<file path="src/sv/mclbc_pkg.sv">
// ----------------------------------------------------------------------------
// mclbc_pkg - LED blink controller shared definitions
// Request codes, register indexes, reset values and payload/state types.
// ----------------------------------------------------------------------------
package mclbc_pkg;

	localparam int CHANNELS_DEF = 8;   // default channel count
	localparam int OUT_W        = 8;   // channels visible on the result fields
	localparam int CNT_W        = 16;  // on/off/cycle counter width
	localparam int CFG_W        = 8;   // widest configuration register
	localparam int CFG_IDX_W    = 1;   // two registers
	localparam int CH_W         = 3;   // channel field width

	// request codes; code 3 is unused and changes no state
	typedef enum logic [1:0] {
		REQ_TICK  = 2'd0,
		REQ_START = 2'd1,
		REQ_STOP  = 2'd2
	} req_type_t;

	// configuration register indexes
	localparam logic [CFG_IDX_W-1:0] CFG_TICK_DIVIDE     = 1'b0;
	localparam logic [CFG_IDX_W-1:0] CFG_ACTIVE_LOW_MASK = 1'b1;

	localparam logic [CFG_W-1:0] DIV_RESET = 8'd10;
	localparam logic [CFG_W-1:0] ALM_RESET = 8'd31;

	typedef struct packed {
		logic [1:0]       req_type;
		logic [CH_W-1:0]  channel;
		logic [CNT_W-1:0] on_ticks;
		logic [CNT_W-1:0] off_ticks;
		logic [CNT_W-1:0] cycles;
	} req_t;

	typedef struct packed {
		logic [OUT_W-1:0] led_pins;
		logic [OUT_W-1:0] running_mask;
	} res_t;

	// per-channel blink state
	typedef struct packed {
		logic             enabled;
		logic             stop_pending;
		logic             phase_off;
		logic             lit;
		logic [CNT_W-1:0] on_len;
		logic [CNT_W-1:0] off_len;
		logic [CNT_W-1:0] cycle_limit;
		logic [CNT_W-1:0] phase_count;
		logic [CNT_W-1:0] cycle_count;
	} chan_t;

endpackage

</file>
<file path="src/sv/mclbc_if.sv">
// ----------------------------------------------------------------------------
// mclbc_if - request and result channels
// Valid/ready channels; an item moves when valid and ready are both high.
// ----------------------------------------------------------------------------
interface mclbc_req_if;
	logic                        valid;
	logic                        ready;
	logic [1:0]                  req_type;
	logic [mclbc_pkg::CH_W-1:0]  channel;
	logic [mclbc_pkg::CNT_W-1:0] on_ticks;
	logic [mclbc_pkg::CNT_W-1:0] off_ticks;
	logic [mclbc_pkg::CNT_W-1:0] cycles;

	modport source(output valid, req_type, channel, on_ticks, off_ticks, cycles,
		input ready);
	modport sink(input valid, req_type, channel, on_ticks, off_ticks, cycles,
		output ready);
endinterface

interface mclbc_res_if;
	logic                        valid;
	logic                        ready;
	logic [mclbc_pkg::OUT_W-1:0] led_pins;
	logic [mclbc_pkg::OUT_W-1:0] running_mask;

	modport source(output valid, led_pins, running_mask, input ready);
	modport sink(input valid, led_pins, running_mask, output ready);
endinterface

</file>
<file path="src/sv/multi_channel_led_blink_controller_unit.sv">
// ----------------------------------------------------------------------------
// multi_channel_led_blink_controller_unit - multi-channel LED blink controller
// Tick prescaler plus per-channel on/off/repeat blink engines, one result per item.
// ----------------------------------------------------------------------------
// Path: the accepted item is held in the input reg (stage 1), and its result
//   in the result reg (stage 2).
// Throughput: 1 item per cycle while results are taken; all channels update in
//   parallel in one pass of compare/increment logic between the two registers.
//   A stalled result holds stage 1, and with it the input.
// Reset (arst_n low, async): all channels cleared and dark, prescaler zero,
//   tick_divide = 10, active_low_mask = 31, both pipeline stages empty.
// ----------------------------------------------------------------------------
module multi_channel_led_blink_controller_unit #(
	parameter int CHANNELS = mclbc_pkg::CHANNELS_DEF
) (
	input  logic                            clk,
	input  logic                            arst_n,
	mclbc_req_if.sink                       req,
	mclbc_res_if.source                     res,
	input  logic                            cfg_we,
	input  logic [mclbc_pkg::CFG_IDX_W-1:0] cfg_index,
	input  logic [mclbc_pkg::CFG_W-1:0]     cfg_wdata
);

	// ---------------------------------------------------------------------
	// Configuration registers
	// ---------------------------------------------------------------------
	logic [mclbc_pkg::CFG_W-1:0] tick_divide_q;
	logic [mclbc_pkg::OUT_W-1:0] alm_q;

	always_ff @(posedge clk or negedge arst_n) begin
		if (!arst_n) begin
			tick_divide_q <= mclbc_pkg::DIV_RESET;
			alm_q         <= mclbc_pkg::ALM_RESET;
		end else if (cfg_we) begin
			unique case (cfg_index)
				mclbc_pkg::CFG_TICK_DIVIDE:     tick_divide_q <= cfg_wdata;
				mclbc_pkg::CFG_ACTIVE_LOW_MASK: alm_q         <= cfg_wdata;
			endcase
		end
	end

	// ---------------------------------------------------------------------
	// Handshake: stage 1 holds the accepted item, stage 2 the result.
	// Stage 1 is processed whenever the result register is free or being
	// emptied this cycle. A stalled result keeps stage 1 full, so the input
	// backs up only while both stages hold an item.
	// ---------------------------------------------------------------------
	mclbc_pkg::req_t req_s1;
	logic            vld_s1;
	mclbc_pkg::res_t res_s2;
	logic            vld_s2;
	logic            req_acc;
	logic            proc;

	assign proc      = vld_s1 && (!vld_s2 || res.ready);
	assign req.ready = !vld_s1 || proc;
	assign req_acc   = req.valid && req.ready;

	always_ff @(posedge clk or negedge arst_n) begin
		if (!arst_n) begin
			vld_s1 <= 1'b0;
		end else if (req_acc) begin
			vld_s1 <= 1'b1;
		end else if (proc) begin
			vld_s1 <= 1'b0;
		end
	end

	// payload register, no reset needed
	always_ff @(posedge clk) begin
		if (req_acc) begin
			req_s1.req_type  <= req.req_type;
			req_s1.channel   <= req.channel;
			req_s1.on_ticks  <= req.on_ticks;
			req_s1.off_ticks <= req.off_ticks;
			req_s1.cycles    <= req.cycles;
		end
	end

	// ---------------------------------------------------------------------
	// Channel state and prescaler
	// ---------------------------------------------------------------------
	mclbc_pkg::chan_t            chan_q   [CHANNELS];
	mclbc_pkg::chan_t            chan_nxt [CHANNELS];
	logic [mclbc_pkg::CFG_W-1:0] prescale_q;
	logic [mclbc_pkg::CFG_W-1:0] prescale_nxt;
	logic [mclbc_pkg::CFG_W-1:0] pre_inc;
	logic                        fire;

	// One processed tick for one channel. A pending stop wipes the channel
	// and skips the advance. Steady-on (off_len 0) and disabled channels hold.
	function automatic mclbc_pkg::chan_t advance(mclbc_pkg::chan_t ch);
		mclbc_pkg::chan_t              r;
		logic [mclbc_pkg::CNT_W-1:0]   pc;
		logic [mclbc_pkg::CNT_W-1:0]   cc;
		r  = ch;
		pc = ch.phase_count + 16'd1;
		cc = ch.cycle_count + 16'd1;
		if (ch.stop_pending) begin
			r = '0;
		end else if (ch.enabled && ch.off_len != '0) begin
			r.phase_count = pc;
			if (!ch.phase_off) begin
				// lit phase over: go dark
				if (pc >= ch.on_len) begin
					r.lit         = 1'b0;
					r.phase_count = '0;
					r.phase_off   = 1'b1;
				end
			end else if (pc >= ch.off_len) begin
				// end of one period
				if (ch.cycle_limit != '0 && cc >= ch.cycle_limit) begin
					// last period: stay dark, counts left as they stand
					r.cycle_count = cc;
					r.enabled     = 1'b0;
					r.off_len     = '0;
				end else begin
					if (ch.cycle_limit != '0) begin
						r.cycle_count = cc;
					end
					r.phase_count = '0;
					r.phase_off   = 1'b0;
					r.lit         = 1'b1;
				end
			end
		end
		return r;
	endfunction

	always_comb begin
		pre_inc      = prescale_q + 8'd1;
		fire         = 1'b0;
		prescale_nxt = prescale_q;
		for (int c = 0; c < CHANNELS; c++) begin
			chan_nxt[c] = chan_q[c];
		end
		unique case (req_s1.req_type)
			mclbc_pkg::REQ_TICK: begin
				// tick_divide of 0 fires on every tick
				fire         = pre_inc >= tick_divide_q;
				prescale_nxt = fire ? '0 : pre_inc;
			end
			mclbc_pkg::REQ_START: begin
				for (int c = 0; c < CHANNELS; c++) begin
					if (32'(req_s1.channel) == c && req_s1.on_ticks != '0) begin
						chan_nxt[c].on_len       = req_s1.on_ticks;
						chan_nxt[c].off_len      = req_s1.off_ticks;
						chan_nxt[c].cycle_limit  = req_s1.cycles;
						chan_nxt[c].phase_count  = '0;
						chan_nxt[c].cycle_count  = '0;
						chan_nxt[c].phase_off    = 1'b0;
						chan_nxt[c].stop_pending = 1'b0;
						chan_nxt[c].enabled      = 1'b1;
						chan_nxt[c].lit          = 1'b1;
					end
				end
			end
			mclbc_pkg::REQ_STOP: begin
				// dark at once; the clear waits for the next processed tick
				for (int c = 0; c < CHANNELS; c++) begin
					if (32'(req_s1.channel) == c) begin
						chan_nxt[c].enabled      = 1'b0;
						chan_nxt[c].stop_pending = 1'b1;
						chan_nxt[c].lit          = 1'b0;
					end
				end
			end
			default: ;
		endcase
		if (fire) begin
			for (int c = 0; c < CHANNELS; c++) begin
				chan_nxt[c] = advance(chan_q[c]);
			end
		end
	end

	always_ff @(posedge clk or negedge arst_n) begin
		if (!arst_n) begin
			prescale_q <= '0;
			for (int c = 0; c < CHANNELS; c++) begin
				chan_q[c] <= '0;
			end
		end else if (proc) begin
			prescale_q <= prescale_nxt;
			for (int c = 0; c < CHANNELS; c++) begin
				chan_q[c] <= chan_nxt[c];
			end
		end
	end

	// ---------------------------------------------------------------------
	// Result: state after the item. Only the low eight channels are shown;
	// bits of absent channels read zero on both fields.
	// ---------------------------------------------------------------------
	logic [mclbc_pkg::OUT_W-1:0] pin_vec;
	logic [mclbc_pkg::OUT_W-1:0] run_vec;

	for (genvar b = 0; b < mclbc_pkg::OUT_W; b++) begin : g_out
		if (b < CHANNELS) begin : g_has
			assign pin_vec[b] = chan_nxt[b].lit ^ alm_q[b];
			assign run_vec[b] = chan_nxt[b].enabled;
		end else begin : g_none
			assign pin_vec[b] = 1'b0;
			assign run_vec[b] = 1'b0;
		end
	end

	always_ff @(posedge clk or negedge arst_n) begin
		if (!arst_n) begin
			vld_s2 <= 1'b0;
		end else if (proc) begin
			vld_s2 <= 1'b1;
		end else if (res.ready) begin
			vld_s2 <= 1'b0;
		end
	end

	always_ff @(posedge clk) begin
		if (proc) begin
			res_s2.led_pins     <= pin_vec;
			res_s2.running_mask <= run_vec;
		end
	end

	assign res.valid        = vld_s2;
	assign res.led_pins     = res_s2.led_pins;
	assign res.running_mask = res_s2.running_mask;

endmodule

</file>
<file path="src/flat_wrapper.sv">
// flat-port wrapper written by rule: the top's interface ports become plain ports
module multi_channel_led_blink_controller_unit_flat 
#(
	parameter int CHANNELS = mclbc_pkg::CHANNELS_DEF
)
  (clk, arst_n, cfg_we, cfg_index, cfg_wdata, req_valid, req_req_type, req_channel, req_on_ticks, req_off_ticks, req_cycles, req_ready, res_valid, res_led_pins, res_running_mask, res_ready);
  mclbc_req_if req_i ();
  mclbc_res_if res_i ();
  input  logic clk;
  input  logic arst_n;
  input  logic cfg_we;
  input  logic [mclbc_pkg::CFG_IDX_W-1:0] cfg_index;
  input  logic [mclbc_pkg::CFG_W-1:0] cfg_wdata;
  input wire logic [$bits(req_i.valid)-1:0] req_valid;
  input wire logic [$bits(req_i.req_type)-1:0] req_req_type;
  input wire logic [$bits(req_i.channel)-1:0] req_channel;
  input wire logic [$bits(req_i.on_ticks)-1:0] req_on_ticks;
  input wire logic [$bits(req_i.off_ticks)-1:0] req_off_ticks;
  input wire logic [$bits(req_i.cycles)-1:0] req_cycles;
  output wire logic [$bits(req_i.ready)-1:0] req_ready;
  output wire logic [$bits(res_i.valid)-1:0] res_valid;
  output wire logic [$bits(res_i.led_pins)-1:0] res_led_pins;
  output wire logic [$bits(res_i.running_mask)-1:0] res_running_mask;
  input wire logic [$bits(res_i.ready)-1:0] res_ready;
  assign req_i.valid = req_valid;
  assign req_i.req_type = req_req_type;
  assign req_i.channel = req_channel;
  assign req_i.on_ticks = req_on_ticks;
  assign req_i.off_ticks = req_off_ticks;
  assign req_i.cycles = req_cycles;
  assign req_ready = req_i.ready;
  assign res_valid = res_i.valid;
  assign res_led_pins = res_i.led_pins;
  assign res_running_mask = res_i.running_mask;
  assign res_i.ready = res_ready;
  multi_channel_led_blink_controller_unit #(.CHANNELS(CHANNELS)) u_core (.clk(clk), .arst_n(arst_n), .req(req_i), .res(res_i), .cfg_we(cfg_we), .cfg_index(cfg_index), .cfg_wdata(cfg_wdata));
endmodule
</file>
<file path="config.mk">
export PLATFORM = sky130hd
export DESIGN_NAME = multi_channel_led_blink_controller_unit_flat
export DESIGN_NICKNAME = d
export VERILOG_FILES = /design/src/sv/mclbc_pkg.sv /design/src/sv/mclbc_if.sv /design/src/sv/multi_channel_led_blink_controller_unit.sv /design/src/flat_wrapper.sv
export SDC_FILE = /design/constraint.sdc
export NUM_CORES = 2
export LEC_CHECK = 0
export ABC_AREA = 1
export BUFFER_PORTS_ARGS = -buffer_cell sky130_fd_sc_hd__buf_2
export CAP_MARGIN = 20
export CORE_UTILIZATION = 50
export DETAILED_ROUTE_END_ITERATION = 7
export PLACE_DENSITY_LB_ADDON = 0.08
export SYNTH_ARGS = -nofsm -noshare
export SYNTH_HDL_FRONTEND = slang
export SYNTH_SLANG_ARGS = --single-unit
</file>
<file path="constraint.sdc">
create_clock -name clk -period 3.5 [get_ports clk]
set_input_delay 0.35 -clock clk [delete_from_list [all_inputs] [get_ports clk]]
set_output_delay 0.35 -clock clk [all_outputs]
set_load 0.03 [all_outputs]
</file>
; ---- Word level (Yosys, flattened, before mapping)
; Index checks and enable logic that the tools add are counted.
[op_classes]
addsub = 17
mul = 0
div_mod_pow = 0
order_cmp = 25
eq_ne = 73
shifts = 0
mux = 271
bitwise = 9
n_reduce_logical = 104
[op_table]
columns = op, n
row1 = 16-bit two-way mux, 96
row2 = 32-bit two-way mux, 24
row3 = 672-bit two-way mux, 1
row4 = 84-bit two-way mux, 8
row5 = 80-bit two-way mux, 8
row6 = 16-bit >= comparator, 24
row7 = 16-bit nonzero test, 17
row8 = "16-bit by 1-bit adder with 16-bit output, second input constant", 16
row9 = 2-bit two-way mux, 56
row10 = 7-bit AND reduction, 16
row11 = 4-bit AND reduction, 24
row12 = "3-bit by 1-bit != test with 1-bit output, second input constant", 24
row13 = "3-bit by 2-bit != test with 1-bit output, second input constant", 24
row14 = 1-bit two-way mux, 61
row15 = "4-bit by 3-bit != test with 1-bit output, second input constant", 8
row16 = 2-bit one-hot mux with 2 select lines, 8
row17 = 1-bit logical AND, 26
row18 = 2-bit nonzero test, 11
row19 = "2-bit by 1-bit != test with 1-bit output, second input constant", 8
row20 = 1-bit one-hot mux with 2 select lines, 8
row21 = "3-bit equality test, second input constant", 4
row22 = "8-bit by 1-bit adder with 8-bit output, second input constant", 1
row23 = 8-bit >= comparator, 1
row24 = 8-bit two-way mux, 1
row25 = other kinds (12), 24
[totals]
register_bits = 767
latch_bits = 0
ramBits = 0
romBits = 0
input_bits = 67
output_inout_bits = 18
elab_cells = 583
memories = 0

; ---- Longest topological paths before layout
[logic_depth]
ltp_word = 10
mapped_depth = 23
ltp_nobuf = 23

; ---- Worst setup path after synthesis
; OpenSTA, ideal clock, no wires.
[synth_timing]
path_kind = register to register
start = register u_core.chan_q[268] (netlist name)
end = register u_core.chan_q[261] (netlist name)
arrival_time_ns = 3.197
required_time_ns = 3.383
setup_slack_ns = 0.187
stages_incl_launch_ff = 18
cell_sequence = dfrtp_1 > ha_1 > nand3_1 > nor4_1 > nand3_1 > nor3_1 > xor2_1 > ha_1 > nand2_1 > nor3_1 > nand3_1 > nand3_1 > nand2_1 > o21ai_1 > nand2_2 > buf_2 > nand2_1 > nand2_1
[synth_via]
elab_chain_len = 4
[synth_rtl]
columns = item, line_no
row1 = "start, declared", multi_channel_led_blink_controller_unit.sv:84  ; mclbc_pkg::chan_t chan_q [CHANNELS];
row2 = "start signal, assigned by index", multi_channel_led_blink_controller_unit.sv:187  ; chan_q[c] <= chan_nxt[c];
row3 = 16-bit by 1-bit adder with 16-bit output, multi_channel_led_blink_controller_unit.sv:98  ; pc = ch.phase_count + 16'd1;
row4 = 16-bit >= comparator, multi_channel_led_blink_controller_unit.sv:111  ; end else if (pc >= ch.off_len) begin
row5 = 3-bit by 2-bit != test with 1-bit output (no line), --
row6 = 7-bit AND reduction (no line), --
; Every way passes these cells.
; A chain may end at the register's enable or synchronous reset.

; ---- Worst setup path in the final report
[layout_timing]
start = register u_core.prescale_q[0] (netlist name)
end = register u_core.chan_q[336] (netlist name)
[layout_via]
elab_chain_len = 5
word_cells_on_any_way = 11
cone_classes = add/sub: 1 / order compare: 1 / eq/ne: 4 / mux: 2 / reduce/logical: 3
[layout_rtl]
columns = item, line_no
row1 = "start, declared", multi_channel_led_blink_controller_unit.sv:86  ; logic [mclbc_pkg::CFG_W-1:0] prescale_q;
row2 = "start signal, assigned", multi_channel_led_blink_controller_unit.sv:185  ; prescale_q <= prescale_nxt;
row3 = 8-bit by 1-bit adder with 8-bit output (*), multi_channel_led_blink_controller_unit.sv:132  ; pre_inc = prescale_q + 8'd1;
row4 = 8-bit >= comparator (*), multi_channel_led_blink_controller_unit.sv:141  ; fire = pre_inc >= tick_divide_q;
row5 = 1-bit two-way mux (*), multi_channel_led_blink_controller_unit.sv:138  ; unique case (req_s1.req_type)
row6 = "4-bit by 3-bit != test with 1-bit output (no line), or another cell as far along", --
row7 = 7-bit AND reduction (no line), --
; Every way passes the cells marked *; elsewhere a longest branch is shown, timed or not.

==> metrics.csv <==
metric,value,unit
status,completed,
via count,43200,
critical path class,register to register,
area of the multi-input gates,24700,um^2
synthesized-area fraction occupied by adder cells,10.7,%
RePlAce Congestion,0.938,
CORE AREA,95300,um^2
Final Max Slew Viols,0,
Detail Route Antenna Nets,0,
drt first-iter violations,3624,
Worst Path Arrival,3.91,ns
insertion delay to the later sink of the worst-skew pair,0.67,ns
ranking of synthesized cells by area,"dfrtp_1 (36%), nand2_1 (12%), ha_1 (11%), inv_1 (7.2%), nand3_1 (6.9%)",
kind of end point of the critical path,register,
worst endpoint required time,4.08,ns
CTS Buffer Depth,3,
global-route wire length before repair,232000,um
Die X,313,um
row count,113,
Buffers on Ports,84,
clock-pin slew on the worst setup and hold paths,0.05,ns
largest family of logic cells by synthesized area,simple AND/OR/NAND/NOR gates,
filler cell count,8831,
Leakage,29.0,nW
Worst Skew,0.0280,ns
unrepaired setup endpoints after global routing,true,
Mapped Area,48300,um^2
post-synth top area cell,dfrtp_1,
f_max,301,MHz
register area share after synthesis,40.5,%
Area Overhead vs Synth,17.4,%
Synth Flop Type,dfrtp_1,
final setup violation count,0,
full die area,97800,um^2
boundary pin count,85,
Synth Instances,6313,
Max Cap Viol,0,
Layout Utilization,59.5,%
Detail Placement HPWL,107000,um
CTS sink count,767,
vias per cell,5.39,
Post-Synth Simple-Gate Area,26.9,%
Starting Density,50.7,%
Final min period,3.32,ns
Clock Root Buffer,clkbuf_16,
Hold Crit Class,primary input to asynchronous set/reset pin,
Overflow after GRT,0,
post-synthesis xor/xnor area fraction,3.48,%
largest net degree at the start of global routing,110,
Synth warnings,0,
antenna violations before repair,9,
Cell variety after synth,47,
top cell type's share of synthesized area,35.8,%
DR WL/cell,18.9,um
syn nets,6792,
TritonCTS Buffers,90,
mux cell area share after synthesis,0,%
share of post-route cells with drive strength above 1,11.2,%
Die Span Y,313,um
drc violations,0,
cell count after placement,7750,
asr flop ratio synth,91.0,%
Detailed Routing Iterations Pass 1,7,
"EDFF count, synth",69,
H-tree levels,3,
mean area per synthesized cell,7.65,um^2
CTS tree,built,
Post-Route WL,152000,um
slew at the pin closest to its max-slew limit,1.02,ns
final hold viol count,0,
number of synthesized register bits,767,
crit path max fanout,16,
Tot GR Track Use,30.4,%
crit share post-route,94.9,%
vias in the first global route,40200,
final std cells w/o fill,8027,
Layout Nets,7168,
Worst VDD drop,465,uV
Compound-Gate Fraction of Synth Area,9.03,%
FF/Latch Area,19600,um^2
Slew headroom,32.1,%
P per Cell Area,646,nW/um^2
Startpoint Class,register,
-- cells in the mapped netlist, types with 3 or more instances --
cell type,count
a21o_1,10
a21oi_1,165
buf_2,114
buf_4,6
buf_6,11
clkbuf_1,69
dfrtp_1,691
dfstp_2,7
edfxtp_1,69
ha_1,412
inv_1,930
inv_2,8
nand2_1,1593
nand2_2,6
nand3_1,667
nand3_2,5
nand3b_1,6
nand4_1,135
nor2_1,504
nor2_2,7
nor2_4,5
nor3_1,89
nor4_1,26
o211ai_1,3
o21a_1,15
o21ai_0,328
o21ai_1,109
o21ai_2,3
o21bai_1,27
o22ai_1,16
o22ai_2,60
or2_1,4
or2_2,4
xnor2_1,22
xor2_1,170
-- cell type report --
type                       count  share of cell area, %
inverter                     940                   6.23
sequential                   767                   34.5
tap                         1265                   2.79
antenna                        2                0.00883
timing repair buffer         483                   7.52
multi-input combinational   4406                   43.6
clock buffer                 120                   4.46
timing repair inverter         1                0.00883
clock inverter                43                  0.843
-- per-layer routing --
| layer | wire length (um) | global-route usage, % | part of all wire (%) |
|---|---|---|---|
| met5 | 15 | 0 | 0.0099 |
| met4 | 6670 | 12.0 | 4.4 |
| met2 | 65600 | 45.8 | 43 |
| met1 | 69000 | 43.7 | 45 |
| met3 | 10600 | 4.98 | 7.0 |
-- critical path, cell delays in order, from the launching register on --
cell     delay (ns)
dfrtp_1        0.37
ha_2           0.20
nand2_1        0.08
nor2_2         0.10
nand2_1        0.08
xor2_1         0.17
inv_1          0.06
ha_1           0.28
nand2_1        0.14
nor2_4         0.06
nand2_2        0.14
nand3_4        0.22
buf_4          0.22
buf_12         0.12
nand3_1        0.19
inv_2          0.06
buf_4          0.15
o21ai_1        0.19
buf_6          0.22
nand3_1        0.09
nand2_1        0.08
-- cells in the final DEF, fill, tap and decap left out, types with 60 or more instances in the layout --
master	n
o21ai_1	107
buf_2	83
nor3_1	71
nand4_1	135
dfrtp_1	688
o21ai_0	327
nand3_1	658
inv_1	924
dlygate4sd3_1	65
o22ai_2	60
buf_4	266
a21oi_1	164
ha_1	411
clkbuf_16	99
nor2_1	480
edfxtp_1	69
nand2_1	1581
xor2_1	166
-- power by group --
part | switching, mW | internal (mW) | total, mW | leakage [nW]
registers | 1.36 | 11.2 | 12.6 | 9.77
logic | 8.92 | 5.40 | 14.3 | 17.8
clock network | 3.94 | 5.78 | 9.73 | 1.48
-- state kept, by name, summed over array words and instances, names as in the netlist --
name	flops
u_core.req_s1	53
u_core.res.led_pins	8
u_core.tick_divide_q	8
u_core.res.valid	1
u_core.chan_q	672
u_core.prescale_q	8
u_core.vld_s1	1
u_core.res.running_mask	8
u_core.alm_q	8
-- metrics by stage --
| step | hold WS, ns | instance area (um^2) | total power, mW | setup TNS (ns) | setup slack (ns) |
|---|---|---|---|---|---|
| 2_1_floorplan | 0.0544 | 48300 | 21.5 | 0 | 0.187 |
| 3_3_place_gp | 0.253 | 51900 | 25.8 | -4.12 | -0.110 |
| 3_5_place_dp | 0.248 | 51900 | 26.2 | -13.54 | -0.259 |
| 4_1_cts | 0.155 | 55600 | 36.1 | 0 | 0.0158 |
| 5_1_grt | 0.186 | 56700 | 39.3 | -1.25 | -0.0739 |
| 6_report | 0.171 | 56700 | 36.6 | 0 | 0.179 |
-- timing repair --
action,in CTS,in global routing
hold buffers,65,0
pin swaps,1,21
buffers inserted,1,36
hold endpoints to repair,171,0
gates cloned,0,10
gates resized for setup,8,124
endpoints found under the setup margin,125,667
-- cell families (layout without fill, tap and decap cells) --
kind of cell,Yosys count,in the layout
AOI/OAI and AO/OA,743,743
xor gates and xnor gates,192,192
adders and majority gates,412,412
buffers and inverters,1141,1587
DFF,767,767
other,0,2
and+or+nand+nor,3058,3059
-- path summary, 6_finish.rpt --
path | start | to | slack (ns) | cells past startpoint
max in group asynchronous | arst_n | u_core.chan_q[5]$_DFFE_PN0P_ | 2.18 | 3
min in group clk | cfg_we | u_core.tick_divide_q[1]$_DFFE_PN1P_ | 0.26 | 4
setup reg to reg | u_core.prescale_q[0]$_DFFE_PN0P_ | u_core.chan_q[336]$_DFFE_PN0P_ | 0.18 | 20
hold reg to reg | u_core.chan_q[138]$_DFFE_PN0P_ | u_core.chan_q[138]$_DFFE_PN0P_ | 0.47 | 2
hold / removal | arst_n | u_core.chan_q[533]$_DFFE_PN0P_ | 0.17 | 2
setup / recovery | u_core.prescale_q[0]$_DFFE_PN0P_ | u_core.chan_q[336]$_DFFE_PN0P_ | 0.18 | 20
Power figures use the tool's default switching activity.
